<file path="src/ttyld_pkg.sv">
// shared types, codes and constants of the tty line discipline
// no dependencies; imported by every module of the block
`default_nettype none

package ttyld_pkg;

	localparam int unsigned LINE_DEPTH = 16;
	localparam int unsigned LEN_W      = $clog2(LINE_DEPTH + 1);
	localparam int unsigned ADDR_W     = (LINE_DEPTH > 1) ? $clog2(LINE_DEPTH) : 1;
	localparam int unsigned HEAD_MAX   = 4;
	localparam int unsigned HEAD_IDX_W = 2;
	localparam int unsigned HEAD_CNT_W = 3;
	localparam int unsigned CFG_IDX_W  = 3;

	// result destinations
	localparam logic [2:0] DEST_MASTER = 3'd0;
	localparam logic [2:0] DEST_SLAVE  = 3'd1;
	localparam logic [2:0] DEST_INTR   = 3'd2;
	localparam logic [2:0] DEST_SUSP   = 3'd3;
	localparam logic [2:0] DEST_EOF    = 3'd4;

	// register indexes
	localparam logic [CFG_IDX_W-1:0] CFG_MAP_CR = 3'd0;
	localparam logic [CFG_IDX_W-1:0] CFG_LMODES = 3'd1;
	localparam logic [CFG_IDX_W-1:0] CFG_CRLF   = 3'd2;
	localparam logic [CFG_IDX_W-1:0] CFG_INTR   = 3'd3;
	localparam logic [CFG_IDX_W-1:0] CFG_SUSP   = 3'd4;
	localparam logic [CFG_IDX_W-1:0] CFG_ERASE  = 3'd5;
	localparam logic [CFG_IDX_W-1:0] CFG_KILL   = 3'd6;
	localparam logic [CFG_IDX_W-1:0] CFG_EOF    = 3'd7;

	// local mode bits
	localparam int unsigned LM_ECHO  = 0;
	localparam int unsigned LM_ECHOE = 1;
	localparam int unsigned LM_CANON = 2;
	localparam int unsigned LM_SIG   = 3;

	// characters
	localparam logic [7:0] CH_BS    = 8'h08;
	localparam logic [7:0] CH_TAB   = 8'h09;
	localparam logic [7:0] CH_NL    = 8'h0A;
	localparam logic [7:0] CH_CR    = 8'h0D;
	localparam logic [7:0] CH_SP    = 8'h20;
	localparam logic [7:0] CH_DEL   = 8'h7F;
	localparam logic [7:0] CH_CARET = 8'h5E;
	localparam logic [7:0] CH_UC_C  = 8'h43;
	localparam logic [7:0] CH_UC_Z  = 8'h5A;

	// register defaults
	localparam logic [7:0] DEF_INTR  = 8'h03;
	localparam logic [7:0] DEF_SUSP  = 8'h1A;
	localparam logic [7:0] DEF_ERASE = 8'h7F;
	localparam logic [7:0] DEF_KILL  = 8'h15;
	localparam logic [7:0] DEF_EOF   = 8'h04;

	typedef struct packed {
		logic       opcode;
		logic [7:0] data_byte;
		logic       end_of_write;
	} in_word_t;

	typedef struct packed {
		logic [2:0] destination;
		logic [7:0] out_byte;
		logic       last;
	} out_word_t;

	typedef struct packed {
		logic       map_cr;
		logic [3:0] lmodes;
		logic       crlf;
		logic [7:0] intr;
		logic [7:0] susp;
		logic [7:0] erase;
		logic [7:0] kill;
		logic [7:0] eof;
	} cfg_t;

	// one result before the last flag is attached
	typedef struct packed {
		logic [2:0] dest;
		logic [7:0] val;
	} res_t;

	// what one input word turns into
	typedef struct packed {
		logic [HEAD_CNT_W-1:0]    head_cnt;
		res_t [HEAD_MAX-1:0]      head;
		logic [LEN_W-1:0]         rub_cnt;
		logic [LEN_W-1:0]         flush_cnt;
		logic                     tail;
		logic [LEN_W-1:0]         new_len;
	} plan_t;

	typedef struct packed {
		logic              en;
		logic [ADDR_W-1:0] addr;
		logic [7:0]        data;
	} ram_wr_t;

endpackage

`default_nettype wire

</file>
<file path="src/tty_line_discipline.sv">
// top level of the tty line discipline: config registers, decoder, line store, sequencer
// depends on ttyld_pkg, ttyld_cfg, ttyld_decode, ttyld_line_ram, ttyld_seq
//
//   channel | signals                          | payload
//   --------+----------------------------------+---------------------------------------
//   src     | src_valid, src_ready, src_word   | opcode, data_byte, end_of_write
//   res     | res_valid, res_ready, res_word   | destination, out_byte, last
//   cfg     | cfg_valid, cfg_ready (always 1)  | cfg_index, cfg_data
//
// an input word is taken only in the idle state; then each fixed result
// (echo, event, slave byte) goes out in turn, then any erase echo characters, or the
// stored bytes of a line commit and its closing newline
// the stored bytes of a line commit are read through the registered line store read port
// reset loads register defaults, clears the line length; only entries below it are read
// a stalled res side holds one word in the output register; the next input word is taken
// only after the last result of the current one has been loaded into that register
`default_nettype none

module tty_line_discipline
	import ttyld_pkg::*;
(
	input  wire logic                 clk,
	input  wire logic                 arst_n,
	// input words
	input  wire logic                 src_valid,
	output logic                      src_ready,
	input  wire in_word_t             src_word,
	// result words
	output logic                      res_valid,
	input  wire logic                 res_ready,
	output out_word_t                 res_word,
	// register writes
	input  wire logic                 cfg_valid,
	output logic                      cfg_ready,
	input  wire logic [CFG_IDX_W-1:0] cfg_index,
	input  wire logic [7:0]           cfg_data
);

	cfg_t             cfg;
	plan_t            plan;
	ram_wr_t          dec_wr;
	ram_wr_t          ram_wr;
	logic [LEN_W-1:0] line_len;
	logic             rd_en;
	logic [ADDR_W-1:0] rd_addr;
	logic [7:0]       rd_data;

	// register writes are always taken
	assign cfg_ready = 1'b1;

	ttyld_cfg u_cfg (
		.clk      (clk),
		.arst_n   (arst_n),
		.wr_en    (cfg_valid),
		.wr_index (cfg_index),
		.wr_data  (cfg_data),
		.cfg      (cfg)
	);

	// decode against the current line length; only used in the accept cycle
	ttyld_decode u_decode (
		.word (src_word),
		.cfg  (cfg),
		.len  (line_len),
		.plan (plan),
		.wr   (dec_wr)
	);

	// a character lands in the store only when its word is accepted; reads happen
	// only while the sequencer is busy, so a write never meets a read of the same entry
	always_comb begin
		ram_wr    = dec_wr;
		ram_wr.en = dec_wr.en & src_valid & src_ready;
	end

	ttyld_line_ram u_line_ram (
		.clk     (clk),
		.wr      (ram_wr),
		.rd_en   (rd_en),
		.rd_addr (rd_addr),
		.rd_data (rd_data)
	);

	ttyld_seq u_seq (
		.clk       (clk),
		.arst_n    (arst_n),
		.src_valid (src_valid),
		.src_ready (src_ready),
		.plan      (plan),
		.len       (line_len),
		.rd_en     (rd_en),
		.rd_addr   (rd_addr),
		.rd_data   (rd_data),
		.res_valid (res_valid),
		.res_ready (res_ready),
		.res_word  (res_word)
	);

endmodule

`default_nettype wire

</file>
<file path="src/ttyld_cfg.sv">
// configuration registers of the tty line discipline
// depends on ttyld_pkg
`default_nettype none

module ttyld_cfg
	import ttyld_pkg::*;
(
	input  wire logic                 clk,
	input  wire logic                 arst_n,
	input  wire logic                 wr_en,
	input  wire logic [CFG_IDX_W-1:0] wr_index,
	input  wire logic [7:0]           wr_data,
	output cfg_t                      cfg
);

	cfg_t cfg_q;

	always_ff @(posedge clk or negedge arst_n) begin
		if (!arst_n) begin
			cfg_q <= '{map_cr: 1'b1, lmodes: 4'hF, crlf: 1'b1, intr: DEF_INTR,
				susp: DEF_SUSP, erase: DEF_ERASE, kill: DEF_KILL, eof: DEF_EOF};
		end else if (wr_en) begin
			case (wr_index)
				CFG_MAP_CR: cfg_q.map_cr <= wr_data[0];
				CFG_LMODES: cfg_q.lmodes <= wr_data[3:0];
				CFG_CRLF:   cfg_q.crlf   <= wr_data[0];
				CFG_INTR:   cfg_q.intr   <= (wr_data != 8'h00) ? wr_data : DEF_INTR;
				CFG_SUSP:   cfg_q.susp   <= (wr_data != 8'h00) ? wr_data : DEF_SUSP;
				CFG_ERASE:  cfg_q.erase  <= (wr_data != 8'h00) ? wr_data : DEF_ERASE;
				CFG_KILL:   cfg_q.kill   <= wr_data;
				CFG_EOF:    cfg_q.eof    <= wr_data;
				default: ;
			endcase
		end
	end

	assign cfg = cfg_q;

endmodule

`default_nettype wire

</file>
<file path="src/ttyld_decode.sv">
// classifies one input word and plans its results and line edit
// depends on ttyld_pkg
`default_nettype none

module ttyld_decode
	import ttyld_pkg::*;
(
	input  wire in_word_t          word,
	input  wire cfg_t              cfg,
	input  wire logic [LEN_W-1:0]  len,
	output plan_t                  plan,
	output ram_wr_t                wr
);

	logic [7:0] c;
	logic       is_print;
	logic       echo;

	always_comb begin
		c        = (cfg.map_cr && word.data_byte == CH_CR) ? CH_NL : word.data_byte;
		is_print = (c == CH_TAB) || (c >= CH_SP && c < CH_DEL);
		echo     = cfg.lmodes[LM_ECHO];
		plan         = '0;
		plan.new_len = len;
		wr           = '{en: 1'b0, addr: len[ADDR_W-1:0], data: c};

		if (word.opcode) begin
			// slave side output processing
			if (cfg.crlf && word.data_byte == CH_NL) begin
				plan.head[0]  = '{dest: DEST_MASTER, val: CH_CR};
				plan.head[1]  = '{dest: DEST_MASTER, val: CH_NL};
				plan.head_cnt = HEAD_CNT_W'(2);
			end else begin
				plan.head[0]  = '{dest: DEST_MASTER, val: word.data_byte};
				plan.head_cnt = HEAD_CNT_W'(1);
			end
		end else if (cfg.lmodes[LM_SIG] && (c == cfg.intr || c == cfg.susp)) begin
			plan.head[0]  = '{dest: (c == cfg.intr) ? DEST_INTR : DEST_SUSP, val: 8'h00};
			plan.head[1]  = '{dest: DEST_MASTER, val: CH_CARET};
			plan.head[2]  = '{dest: DEST_MASTER, val: (c == cfg.intr) ? CH_UC_C : CH_UC_Z};
			plan.head[3]  = '{dest: DEST_MASTER, val: CH_NL};
			plan.head_cnt = echo ? HEAD_CNT_W'(4) : HEAD_CNT_W'(1);
			plan.new_len  = '0;
		end else if (cfg.lmodes[LM_CANON]) begin
			if (c == cfg.erase || c == CH_BS) begin
				if (len != '0) begin
					plan.new_len = len - LEN_W'(1);
					plan.rub_cnt = cfg.lmodes[LM_ECHOE] ? LEN_W'(1) : '0;
				end
			end else if (c == cfg.kill) begin
				plan.new_len = '0;
				plan.rub_cnt = cfg.lmodes[LM_ECHOE] ? len : '0;
			end else if (c == cfg.eof) begin
				if (len != '0) begin
					plan.flush_cnt = len;
					plan.new_len   = '0;
				end else begin
					plan.head[0]  = '{dest: DEST_EOF, val: 8'h00};
					plan.head_cnt = HEAD_CNT_W'(1);
				end
			end else if (c == CH_NL) begin
				if (echo && cfg.crlf) begin
					plan.head[0]  = '{dest: DEST_MASTER, val: CH_CR};
					plan.head[1]  = '{dest: DEST_MASTER, val: CH_NL};
					plan.head_cnt = HEAD_CNT_W'(2);
				end else if (echo) begin
					plan.head[0]  = '{dest: DEST_MASTER, val: CH_NL};
					plan.head_cnt = HEAD_CNT_W'(1);
				end
				plan.flush_cnt = len;
				plan.tail      = 1'b1;
				plan.new_len   = '0;
			end else if (is_print) begin
				// full line drops the character, echo still goes out
				if (len < LEN_W'(LINE_DEPTH)) begin
					wr.en        = 1'b1;
					plan.new_len = len + LEN_W'(1);
				end
				plan.head[0]  = '{dest: DEST_MASTER, val: c};
				plan.head_cnt = echo ? HEAD_CNT_W'(1) : '0;
			end
		end else begin
			plan.head[0]  = '{dest: DEST_SLAVE, val: c};
			plan.head[1]  = '{dest: DEST_MASTER, val: c};
			plan.head_cnt = echo ? HEAD_CNT_W'(2) : HEAD_CNT_W'(1);
		end
	end

endmodule

`default_nettype wire

</file>
<file path="src/ttyld_line_ram.sv">
// edit line store: one write port, one registered read port
// depends on ttyld_pkg
`default_nettype none

module ttyld_line_ram
	import ttyld_pkg::*;
(
	input  wire logic              clk,
	input  wire ram_wr_t           wr,
	input  wire logic              rd_en,
	input  wire logic [ADDR_W-1:0] rd_addr,
	output logic [7:0]             rd_data
);

	logic [7:0] mem [LINE_DEPTH];

	always_ff @(posedge clk) begin
		if (wr.en) begin
			mem[wr.addr] <= wr.data;
		end
	end

	always_ff @(posedge clk) begin
		if (rd_en) begin
			rd_data <= mem[rd_addr];
		end
	end

endmodule

`default_nettype wire

</file>
<file path="src/ttyld_seq.sv">
// result sequencer: walks a plan, reads the line store, drives the output register
// depends on ttyld_pkg
`default_nettype none

module ttyld_seq
	import ttyld_pkg::*;
(
	input  wire logic              clk,
	input  wire logic              arst_n,
	input  wire logic              src_valid,
	output logic                   src_ready,
	input  wire plan_t             plan,
	output logic [LEN_W-1:0]       len,
	output logic                   rd_en,
	output logic [ADDR_W-1:0]      rd_addr,
	input  wire logic [7:0]        rd_data,
	output logic                   res_valid,
	input  wire logic              res_ready,
	output out_word_t              res_word
);

	typedef enum logic [2:0] {
		ST_IDLE,
		ST_HEAD,
		ST_RUB,
		ST_FL_RD,
		ST_FL_WAIT,
		ST_TAIL
	} state_t;

	state_t                state_q;
	plan_t                 plan_q;
	logic [HEAD_CNT_W-1:0] head_idx_q;
	logic [LEN_W-1:0]      rub_q;
	logic [1:0]            phase_q;
	logic [LEN_W-1:0]      fl_idx_q;
	logic [LEN_W-1:0]      len_q;
	logic                  res_valid_q;
	out_word_t             res_q;

	logic                  load;
	logic                  emit;
	out_word_t             emit_word;
	logic                  head_done;
	logic                  head_more;
	logic                  fl_end;
	state_t                after_head;

	assign load      = !res_valid_q || res_ready;
	assign src_ready = (state_q == ST_IDLE);
	assign head_done = (head_idx_q == plan_q.head_cnt);
	assign head_more = (HEAD_CNT_W'(head_idx_q + 1'b1) != plan_q.head_cnt) ||
		(plan_q.rub_cnt != '0) || (plan_q.flush_cnt != '0) || plan_q.tail;
	assign fl_end    = (LEN_W'(fl_idx_q + 1'b1) == plan_q.flush_cnt);

	always_comb begin
		if (plan_q.rub_cnt != '0) begin
			after_head = ST_RUB;
		end else if (plan_q.flush_cnt != '0) begin
			after_head = ST_FL_RD;
		end else if (plan_q.tail) begin
			after_head = ST_TAIL;
		end else begin
			after_head = ST_IDLE;
		end
	end

	always_comb begin
		emit      = 1'b0;
		emit_word = '0;
		rd_en     = (state_q == ST_FL_RD);
		rd_addr   = fl_idx_q[ADDR_W-1:0];
		case (state_q)
			ST_HEAD: begin
				if (!head_done && load) begin
					emit      = 1'b1;
					emit_word = '{destination: plan_q.head[head_idx_q[HEAD_IDX_W-1:0]].dest,
						out_byte: plan_q.head[head_idx_q[HEAD_IDX_W-1:0]].val,
						last: !head_more};
				end
			end
			ST_RUB: begin
				if (load) begin
					// backspace, space, backspace per removed character
					emit      = 1'b1;
					emit_word = '{destination: DEST_MASTER,
						out_byte: (phase_q == 2'd1) ? CH_SP : CH_BS,
						last: (phase_q == 2'd2) && (rub_q == LEN_W'(1))};
				end
			end
			ST_FL_WAIT: begin
				if (load) begin
					emit      = 1'b1;
					emit_word = '{destination: DEST_SLAVE, out_byte: rd_data,
						last: fl_end && !plan_q.tail};
				end
			end
			ST_TAIL: begin
				if (load) begin
					emit      = 1'b1;
					emit_word = '{destination: DEST_SLAVE, out_byte: CH_NL, last: 1'b1};
				end
			end
			default: ;
		endcase
	end

	always_ff @(posedge clk or negedge arst_n) begin
		if (!arst_n) begin
			state_q     <= ST_IDLE;
			plan_q      <= '0;
			head_idx_q  <= '0;
			rub_q       <= '0;
			phase_q     <= '0;
			fl_idx_q    <= '0;
			len_q       <= '0;
			res_valid_q <= 1'b0;
			res_q       <= '0;
		end else begin
			if (emit) begin
				res_valid_q <= 1'b1;
				res_q       <= emit_word;
			end else if (res_ready) begin
				res_valid_q <= 1'b0;
			end

			case (state_q)
				ST_IDLE: begin
					if (src_valid) begin
						plan_q     <= plan;
						len_q      <= plan.new_len;
						head_idx_q <= '0;
						rub_q      <= plan.rub_cnt;
						phase_q    <= '0;
						fl_idx_q   <= '0;
						state_q    <= ST_HEAD;
					end
				end
				ST_HEAD: begin
					if (head_done) begin
						state_q <= after_head;
					end else if (load) begin
						head_idx_q <= HEAD_CNT_W'(head_idx_q + 1'b1);
					end
				end
				ST_RUB: begin
					if (load) begin
						if (phase_q == 2'd2) begin
							phase_q <= '0;
							rub_q   <= rub_q - LEN_W'(1);
							if (rub_q == LEN_W'(1)) begin
								state_q <= ST_IDLE;
							end
						end else begin
							phase_q <= phase_q + 2'd1;
						end
					end
				end
				ST_FL_RD: begin
					state_q <= ST_FL_WAIT;
				end
				ST_FL_WAIT: begin
					if (load) begin
						fl_idx_q <= LEN_W'(fl_idx_q + 1'b1);
						if (!fl_end) begin
							state_q <= ST_FL_RD;
						end else if (plan_q.tail) begin
							state_q <= ST_TAIL;
						end else begin
							state_q <= ST_IDLE;
						end
					end
				end
				ST_TAIL: begin
					if (load) begin
						state_q <= ST_IDLE;
					end
				end
				default: state_q <= ST_IDLE;
			endcase
		end
	end

	assign len       = len_q;
	assign res_valid = res_valid_q;
	assign res_word  = res_q;

endmodule

`default_nettype wire

</file>
<file path="config.mk">
export PLATFORM = sky130hd
export DESIGN_NAME = tty_line_discipline
export DESIGN_NICKNAME = d
export VERILOG_FILES = /design/src/ttyld_pkg.sv /design/src/tty_line_discipline.sv /design/src/ttyld_cfg.sv /design/src/ttyld_decode.sv /design/src/ttyld_line_ram.sv /design/src/ttyld_seq.sv
export SDC_FILE = /design/constraint.sdc
export NUM_CORES = 1
export LEC_CHECK = 0
export BUFFER_PORTS_ARGS = -buffer_cell sky130_fd_sc_hd__buf_2
export CAP_MARGIN = 20
export CORE_MARGIN = 2
export CORE_UTILIZATION = 36
export CTS_CLUSTER_DIAMETER = 120
export CTS_CLUSTER_SIZE = 40
export DETAILED_ROUTE_END_ITERATION = 8
export PLACE_DENSITY_LB_ADDON = 0.2
export SLEW_MARGIN = 5
export SYNTH_ARGS = -nofsm -noshare
export SYNTH_HDL_FRONTEND = slang
export SYNTH_HIERARCHICAL = 1
export SYNTH_SLANG_ARGS = --single-unit
</file>
<file path="constraint.sdc">
create_clock -name clk -period 5.89 [get_ports clk]
set_clock_uncertainty 0.2 [all_clocks]
set_input_delay 0.589 -clock clk [delete_from_list [all_inputs] [get_ports clk]]
set_output_delay 0.589 -clock clk [all_outputs]
set_load 0.02 [all_outputs]
</file>
==> summary.md, run 1 <==
| Metric | Value |
|---|---|
| Status | complete, no violations |
| Top cell by count, worst path | nor2_1 |
| Fill count | 3617 |
| Vias/cell | between 5 and 6 |
| Standard-cell rows | 71 |
| Req. time, crit path | 5820 ps |
| Pins Over Slew Limit | 0 |
| Final core occ | between 30% and 40% |
| Leakage | 5.620 nW |
| Worst Max-Slew Pin Slew | 1178 ps |
| Dpl cells | between 1500 and 2000 |
| Post-Synthesis Cells | 1175 |
| Synth async-reset ratio | 50.72% |
| Layout cell share with drive strength beyond 1 | 15.68% |
| RSZ-0062 raised after global routing | false |
| DP Wirelength | between 20 and 25 mm |
| Total GRT Usage | 16.12% |
| TritonCTS Buffers | 11 |
| Worst setup EP type | flip-flop |
| Root Buffer | clkbuf_16 |
| 1st-iter DRT viols | 574 |
| Most common cell in the netlist | nand2_1 |
| Max Buffers Root-to-Sink | 3 |
| Largest net degree at the start of global routing | 93 |
| Die ar. | 0.04005 mm² |
| Setup TNS | 0 ps |
| Final WL | 32.73 mm |
| Setup slack after layout | between 1000 and 1500 ps |
| Final setup fails | 0 |
| Place WS | 908.5 ps |
| Antenna violations before repair | 0 |
| Post-route cell area | around 0.015 mm² |
| Post-synth top area cell | edfxtp_1 |
| Yosys top cell area share | 29.49% |
| Synthesized flop and latch total | 276 |
| Global-route wire length before repair | 51.08 mm |
| Core area | 0.03776 mm² |
| Post-Layout Cell Count | 1672 |
| Initial core utilization | 36.68% |
| Ys Warns | 6 |
| Clk_lat worst skew | around 500 ps |
| CP delay by family, top | simple AND/OR/NAND/NOR gates |
| Largest stage delay, worst path | 710 ps |
| Synth top area cells | edfxtp_1, dfrtp_1, nand2_1, mux4_2, dfstp_2 |
| # nets final | 1191 |
| Commonest cells in the netlist | nand2_1, edfxtp_1, dfrtp_1 |
| Critical setup path kind | in2reg |
| Final ANT Viol Nets | 0 |
| Port buffer count | 38 |
| Multi-input logic area | 0.005583 mm² |
| Synth unique cells | 102 |
| Post-Syn Area | 0.01385 mm² |
| EDFF count, synth | 136 |
| Worst Path Arrival | ~4400 ps |
| Maxcap violations | 0 |
| Part of the cycle the worst path needs | 75.92% |
| H-Tree Depth | 1 |
| Worst Hold Margin | between 150 and 200 ps |
| Drt wl/cell | ~20 µm |
| Cell area after placement | around 0.014 mm² |
| Num Clock Sinks | 276 |
| TritonCTS clock tree | yes |
| Crit path cell chain | buf_2 > or4b_4 > o21ai_1 > xor2_1 > o2111ai_1 > nand3_1 > or3_1 > nor2_1 > and3_1 > nand3b_1 > nor2_1 |
| Fmax | 0.2236 GHz |
| P&R area growth vs syn | 5.141% |
| CP max FO | 29 |
| Final Hold Fails | 0 |
| DR vias | 8830 |
| Clock slew seen by the registers of the worst setup and hold paths | 130 ps |
| CP max-delay cell | nor2_1 |
| # resized after CTS | 0 |
| DRC violations left | 0 |
| DR pass1 iterations | 5 |
| DIE WIDTH | 200.1 µm |
| Crit path time final | 4472 ps |
| CP Buf/Inv Count | 1 |
| Area of all sequential standard cells | 0.007617 mm² |
| Power per standard cell area | 326.9 mW/mm² |
| CP startpoint kind | input port |
| Vias in the first global route | 8493 |
| Register area share after synthesis | ~55% |
| Hold WC Path Type | in2reg |
| Most used DFF post-synth | edfxtp_1 |
| Top Ports | 41 |
| Die H | 200.1 µm |
| Worst rel slew slack | 20.87% |
| Maximum vdd ir drop | 174.9 µV |
| Ant diodes | 0 |
| Grt ovf | 0 |
| Final Power | 4.760 mW |
| Global placement routability congestion | 0.8362 |
| Avg Inst Size Synth | 11.79 µm² |
==> cells by family after synthesis <==
| kind of cell | Yosys count | share of synthesized area [%] |
|---|---|---|
| AND/OR/NAND/NOR | 464 | 16.76 |
| adder cells (fa/ha/maj) | 8 | 0.7228 |
| flip-flops | 276 | 54.99 |
| other | 2 | 0.05423 |
| multiplexers | 81 | 10.53 |
| buffers and inverters | 122 | 5.177 |
| AO/OA/AOI/OAI | 175 | 8.792 |
| XOR/XNOR | 47 | 2.973 |
==> cells in the final DEF, fill, tap and decap left out, types with 14 or more instances in the layout <==
| cell | instances |
|---|---|
| xor2_1 | 27 |
| dfstp_2 | 22 |
| a21oi_1 | 50 |
| o21ai_0 | 24 |
| xnor2_1 | 20 |
| mux4_2 | 29 |
| nor2_1 | 67 |
| nor3_1 | 23 |
| nand3_1 | 16 |
| edfxtp_1 | 136 |
| mux2_2 | 30 |
| inv_1 | 23 |
| nand2_1 | 243 |
| mux4_1 | 14 |
| dfrtp_1 | 116 |
| buf_2 | 37 |
| a22oi_1 | 23 |
| conb_1 | 19 |
==> worst register-to-register path, delay by kind of cell (launching register included) <==
family	cells	cell delay, ps
simple gates	7	2530
xor+xnor	1	160
flops	1	640
compound gates	2	460
==> worst paths after layout <==
path	startpoint	end	slack [ps]	cells past startpoint
min	cfg_data[7]	u_cfg/cfg[23]	190	3
max	src_word[4]	u_line_ram/mem[10][1]	1420	11
max reg2reg	u_cfg/cfg[45]	u_line_ram/mem[10][1]	1520	10
min reg2reg	u_seq/plan_q[56]	u_seq/plan_q[56]	290	2
max in group asynchronous	arst_n	u_seq/res_word[7]	3780	3
min in group asynchronous	arst_n	u_cfg/cfg[30]	500	2
==> per-layer routing <==
metal  track usage (%)  up-vias  routed length, µm
met5                 0        -                  0
met4             3.038        0                533
met3             2.441       29               1580
met2             25.10      224              14690
met1             24.01     4407              15930
li1                  -     4170                  -
==> flip-flops by register name (all words and copies together), names as in the netlist <==
| name | count |
|---|---|
| u_line_ram/mem | 128 |
| u_seq/plan_q | 58 |
| u_cfg/cfg | 46 |
| u_seq/res_word | 12 |
| u_line_ram/rd_data | 8 |
| u_seq/fl_idx_q | 5 |
| u_seq/len | 5 |
| u_seq/rub_q | 5 |
| u_seq/head_idx_q | 3 |
| u_seq/state_q | 3 |
| u_seq/phase_q | 2 |
| u_seq/res_valid | 1 |
==> power by group <==
group / total (mW) / switching, mW / leakage [nW] / internal, mW
clock network: 0.971 / 0.602 / 0.168 / 0.369
registers: 2.57 / 0.264 / 2.97 / 2.31
logic: 1.22 / 0.730 / 2.48 / 0.489
total: 4.76 / 1.60 / 5.62 / 3.16
==> repair_timing <==
action | CTS | global route
endpoints found under the hold margin | 8 | 0
buffers inserted | 0 | 0
hold buffers | 1 | 0
setup endpoints to repair | 0 | 0
==> area by class of cell <==
cell class	count	area share [%]
Sequential cell	276	52.32
Multi-Input combinational cell	794	38.34
Tap cell	511	4.391
Timing Repair Buffer	52	2.088
Clock buffer	12	1.916
Inverter	22	0.5672
Clock inverter	5	0.3781
Note: power is estimated with default switching activity, not from simulation.
==> run 2, diff against run 1 <==
clock period = 4.5 ns   (was 5.89 ns; I/O delays follow)
==> run 2 against run 1 <==
  * Die area did not move
  * Sequential share of layout area fell by 0.76 points
  * Core utilization up 0.56 points
  * Critical path type is now reg2reg
  * Global-route usage is 0.46 points higher
  * Setup slack worse by 1000 ps
  * Combinational power is 35% higher
  * Cell count up 1.4%
  * First-iteration DRC count is 8.4% higher
  * Clock power rose by 38%
  * Sequential power increased by 30%
  * Non-clock buffer count increased by 24
==> summary.md, run 2 (synthesis gave the netlist of run 1 again) <==
| Metric | Value |
|---|---|
| Setup TNS | 0 ps |
| P&R area growth vs syn | 6.677% |
| Area of all sequential standard cells | 0.007616 mm² |
| CTS Hold Bufs | 1 |
| Root Buffer | clkbuf_16 |
| Status | complete, no violations |
| Antenna violations before repair | 0 |
| Worst Max-Slew Pin Slew | 919.0 ps |
| Commonest non-fill, non-tap cell in the layout | nand2_1 |
| Internal | between 4 and 5 mW |
| DP Wirelength | roughly 22 mm |
| Part of the cycle the worst path needs | approximately 91% |
| Final setup fails | 0 |
| TritonCTS clock tree | yes |
| Top Ports | between 40 and 50 |
| Worst Hold Margin | 32.17 ps |
| Grt ovf | 0 |
| DR vias | 8886 |
| TritonCTS Buffers | 11 |
| Hold WC Path Type | in2reg |
| Final ANT Viol Nets | 0 |
| Largest stage delay, worst path | 640 ps |
| Power per standard cell area | 428.2 mW/mm² |
| Leakage | 5.753 nW |
| Max FFs per register | 128 |
| Final core occ | 39.13% |
| # nets final | 1215 |
| Pins Over Slew Limit | 0 |
| Req. time, crit path | 4530 ps |
| Worst rel slew slack | 38.26% |
| R2R cell count | 11 |
| DR pass1 iterations | 6 |
| Die H | around 200 µm |
| Vias/cell | 5.239 |
| Sw Pwr | approximately 2.1 mW |
| Most frequent cells in the layout | nand2_1, edfxtp_1, dfrtp_1 |
| Largest Register | u_line_ram/mem |
| DIE WIDTH | 200.1 µm |
| Clk_lat worst skew | 500 ps |
| CP startpoint kind | flip-flop |
| Clock share of power | a little over a fifth |
| CP max FO | 8 |
| Total GRT Usage | 16.58% |
| Multi-input logic area | 0.005583 mm² |
| Initial core utilization | 36.68% |
| H-Tree Depth | 1 |
| Worst setup EP type | flip-flop |
| Worst Path Arrival | 4140 ps |
| Core area | between 0.03 and 0.04 mm² |
| CP max-delay cell | dfstp_2 |
| Largest net degree at the start of global routing | 95 |
| Crit path to | u_line_ram/mem[0][6] |
| Switch share | 33.24% |
| Fmax | around 0.24 GHz |
| DRC violations left | 0 |
| Num Clock Sinks | between 200 and 300 |
| Clock slew seen by the registers of the worst setup and hold paths | 140 ps |
| Final WL | 33.09 mm |
| Die ar. | approximately 0.04 mm² |
| # resized after CTS | 0 |
| Vias in the first global route | 8643 |
| Port buffer count | 38 |
| R2R Path Start | u_cfg/cfg[45] |
| Worst reg2reg endpoint | u_line_ram/mem[0][6] |
| Final Hold Fails | 0 |
| Flop2flop setup slack | 390 ps |
| Fill count | 3700 |
| Worst hold path startpoint | cfg_data[7] |
| Global placement routability congestion | 0.8249 |
| Layout cell share with drive strength beyond 1 | between 10% and 20% |
| Ant diodes | 0 |
| Maximum vdd ir drop | 231.0 µV |
| Crit path cell chain | or4bb_1 > o21ai_1 > xor2_1 > o2111ai_1 > nand3_1 > or3_1 > nor2_1 > and3_1 > or3b_2 > nor3_1 > buf_4 |
| Setup Buffers After CTS | 0 |
| Flop pwr share | 52.7% |
| Drt wl/cell | 19.51 µm |
| Standard-cell rows | 71 |
| 1st-iter DRT viols | 622 |
| Critical setup path kind | reg2reg |
| Crit path time final | 4110 ps |
| Max Buffers Root-to-Sink | 3 |
| Maxcap violations | 0 |
| Logic pwr share | 26.0% |
| RSZ-0062 raised after global routing | false |
| Global-route wire length before repair | 52.56 mm |
| Crit path from | u_cfg/cfg[45] |
==> run 2: cell count changes in the layout (fill, tap and decap cells not counted) <==
cell / change
clkbuf_1: +1
dfrtp_1: +1
clkinv_16: +1
dfrtp_2: -1
inv_16: -1
inv_1: -1
buf_4: +24
inv_6: -1
clkbuf_8: +1
inv_8: -1
bufinv_16: +1
==> run 2: per-stage QoR <==
step           worst slack (ps)  power, mW  instance area, µm²  instances
2_1_floorplan             318.2      4.566               13910       1192
3_3_place_gp              385.1      5.011               14400       1678
3_5_place_dp              307.6      5.042               14400       1678
4_1_cts                   402.1      6.390               14770       1696
5_1_grt                   188.2      6.700               14770       1696
6_report                  390.3      6.326               14770       1696
==> run 2: worst min path at each step <==
stage / depth (start not counted) / end / slack [ps]
after detailed placement: 2 / u_seq/plan_q[13] / 260
after floorplan: 0 / u_cfg/cfg[0] / -50
final: 3 / u_cfg/cfg[23] / 30
after CTS: 3 / u_cfg/cfg[23] / 20
after global routing: 3 / u_cfg/cfg[23] / 20
after global placement: 2 / u_seq/plan_q[40] / 250
==> run 2: power groups by stage <==
stage | logic, mW | clock network, mW | registers [mW]
after CTS | 1.65 | 1.40 | 3.34
final | 1.65 | 1.34 | 3.34
after floorplan | 1.24 | 0 | 3.32
after global placement | 1.63 | 0 | 3.38
after detailed placement | 1.65 | 0 | 3.39
after global routing | 1.82 | 1.48 | 3.39
==> run 2: critical path: cells and delay by family, from the launching register on <==
kind / cells / cell delay, ps
DFF: 1 / 640
xor gates and xnor gates: 1 / 160
and+or+nand+nor: 7 / 2140
AOI/OAI and AO/OA: 2 / 480
buffers and inverters: 1 / 210
==> run 2: per-layer routing <==
| metal | up-vias | global-route usage (%) | wire length, µm |
|---|---|---|---|
| met4 | 0 | 3.065 | 528 |
| met1 | 4423 | 25.26 | 16040 |
| li1 | 4224 | - | - |
| met2 | 218 | 25.74 | 15140 |
| met3 | 21 | 1.741 | 1380 |
| met5 | - | 0 | 0 |
==> run 2: area by class of cell <==
cell class / count / share of cell area [%]
clock buffer: 14 / 2.007
clock inverter: 3 / 0.4828
inverter: 22 / 0.5590
multi-input combinational: 794 / 37.79
sequential: 276 / 51.55
tap: 511 / 4.328
timing repair buffer: 76 / 3.278
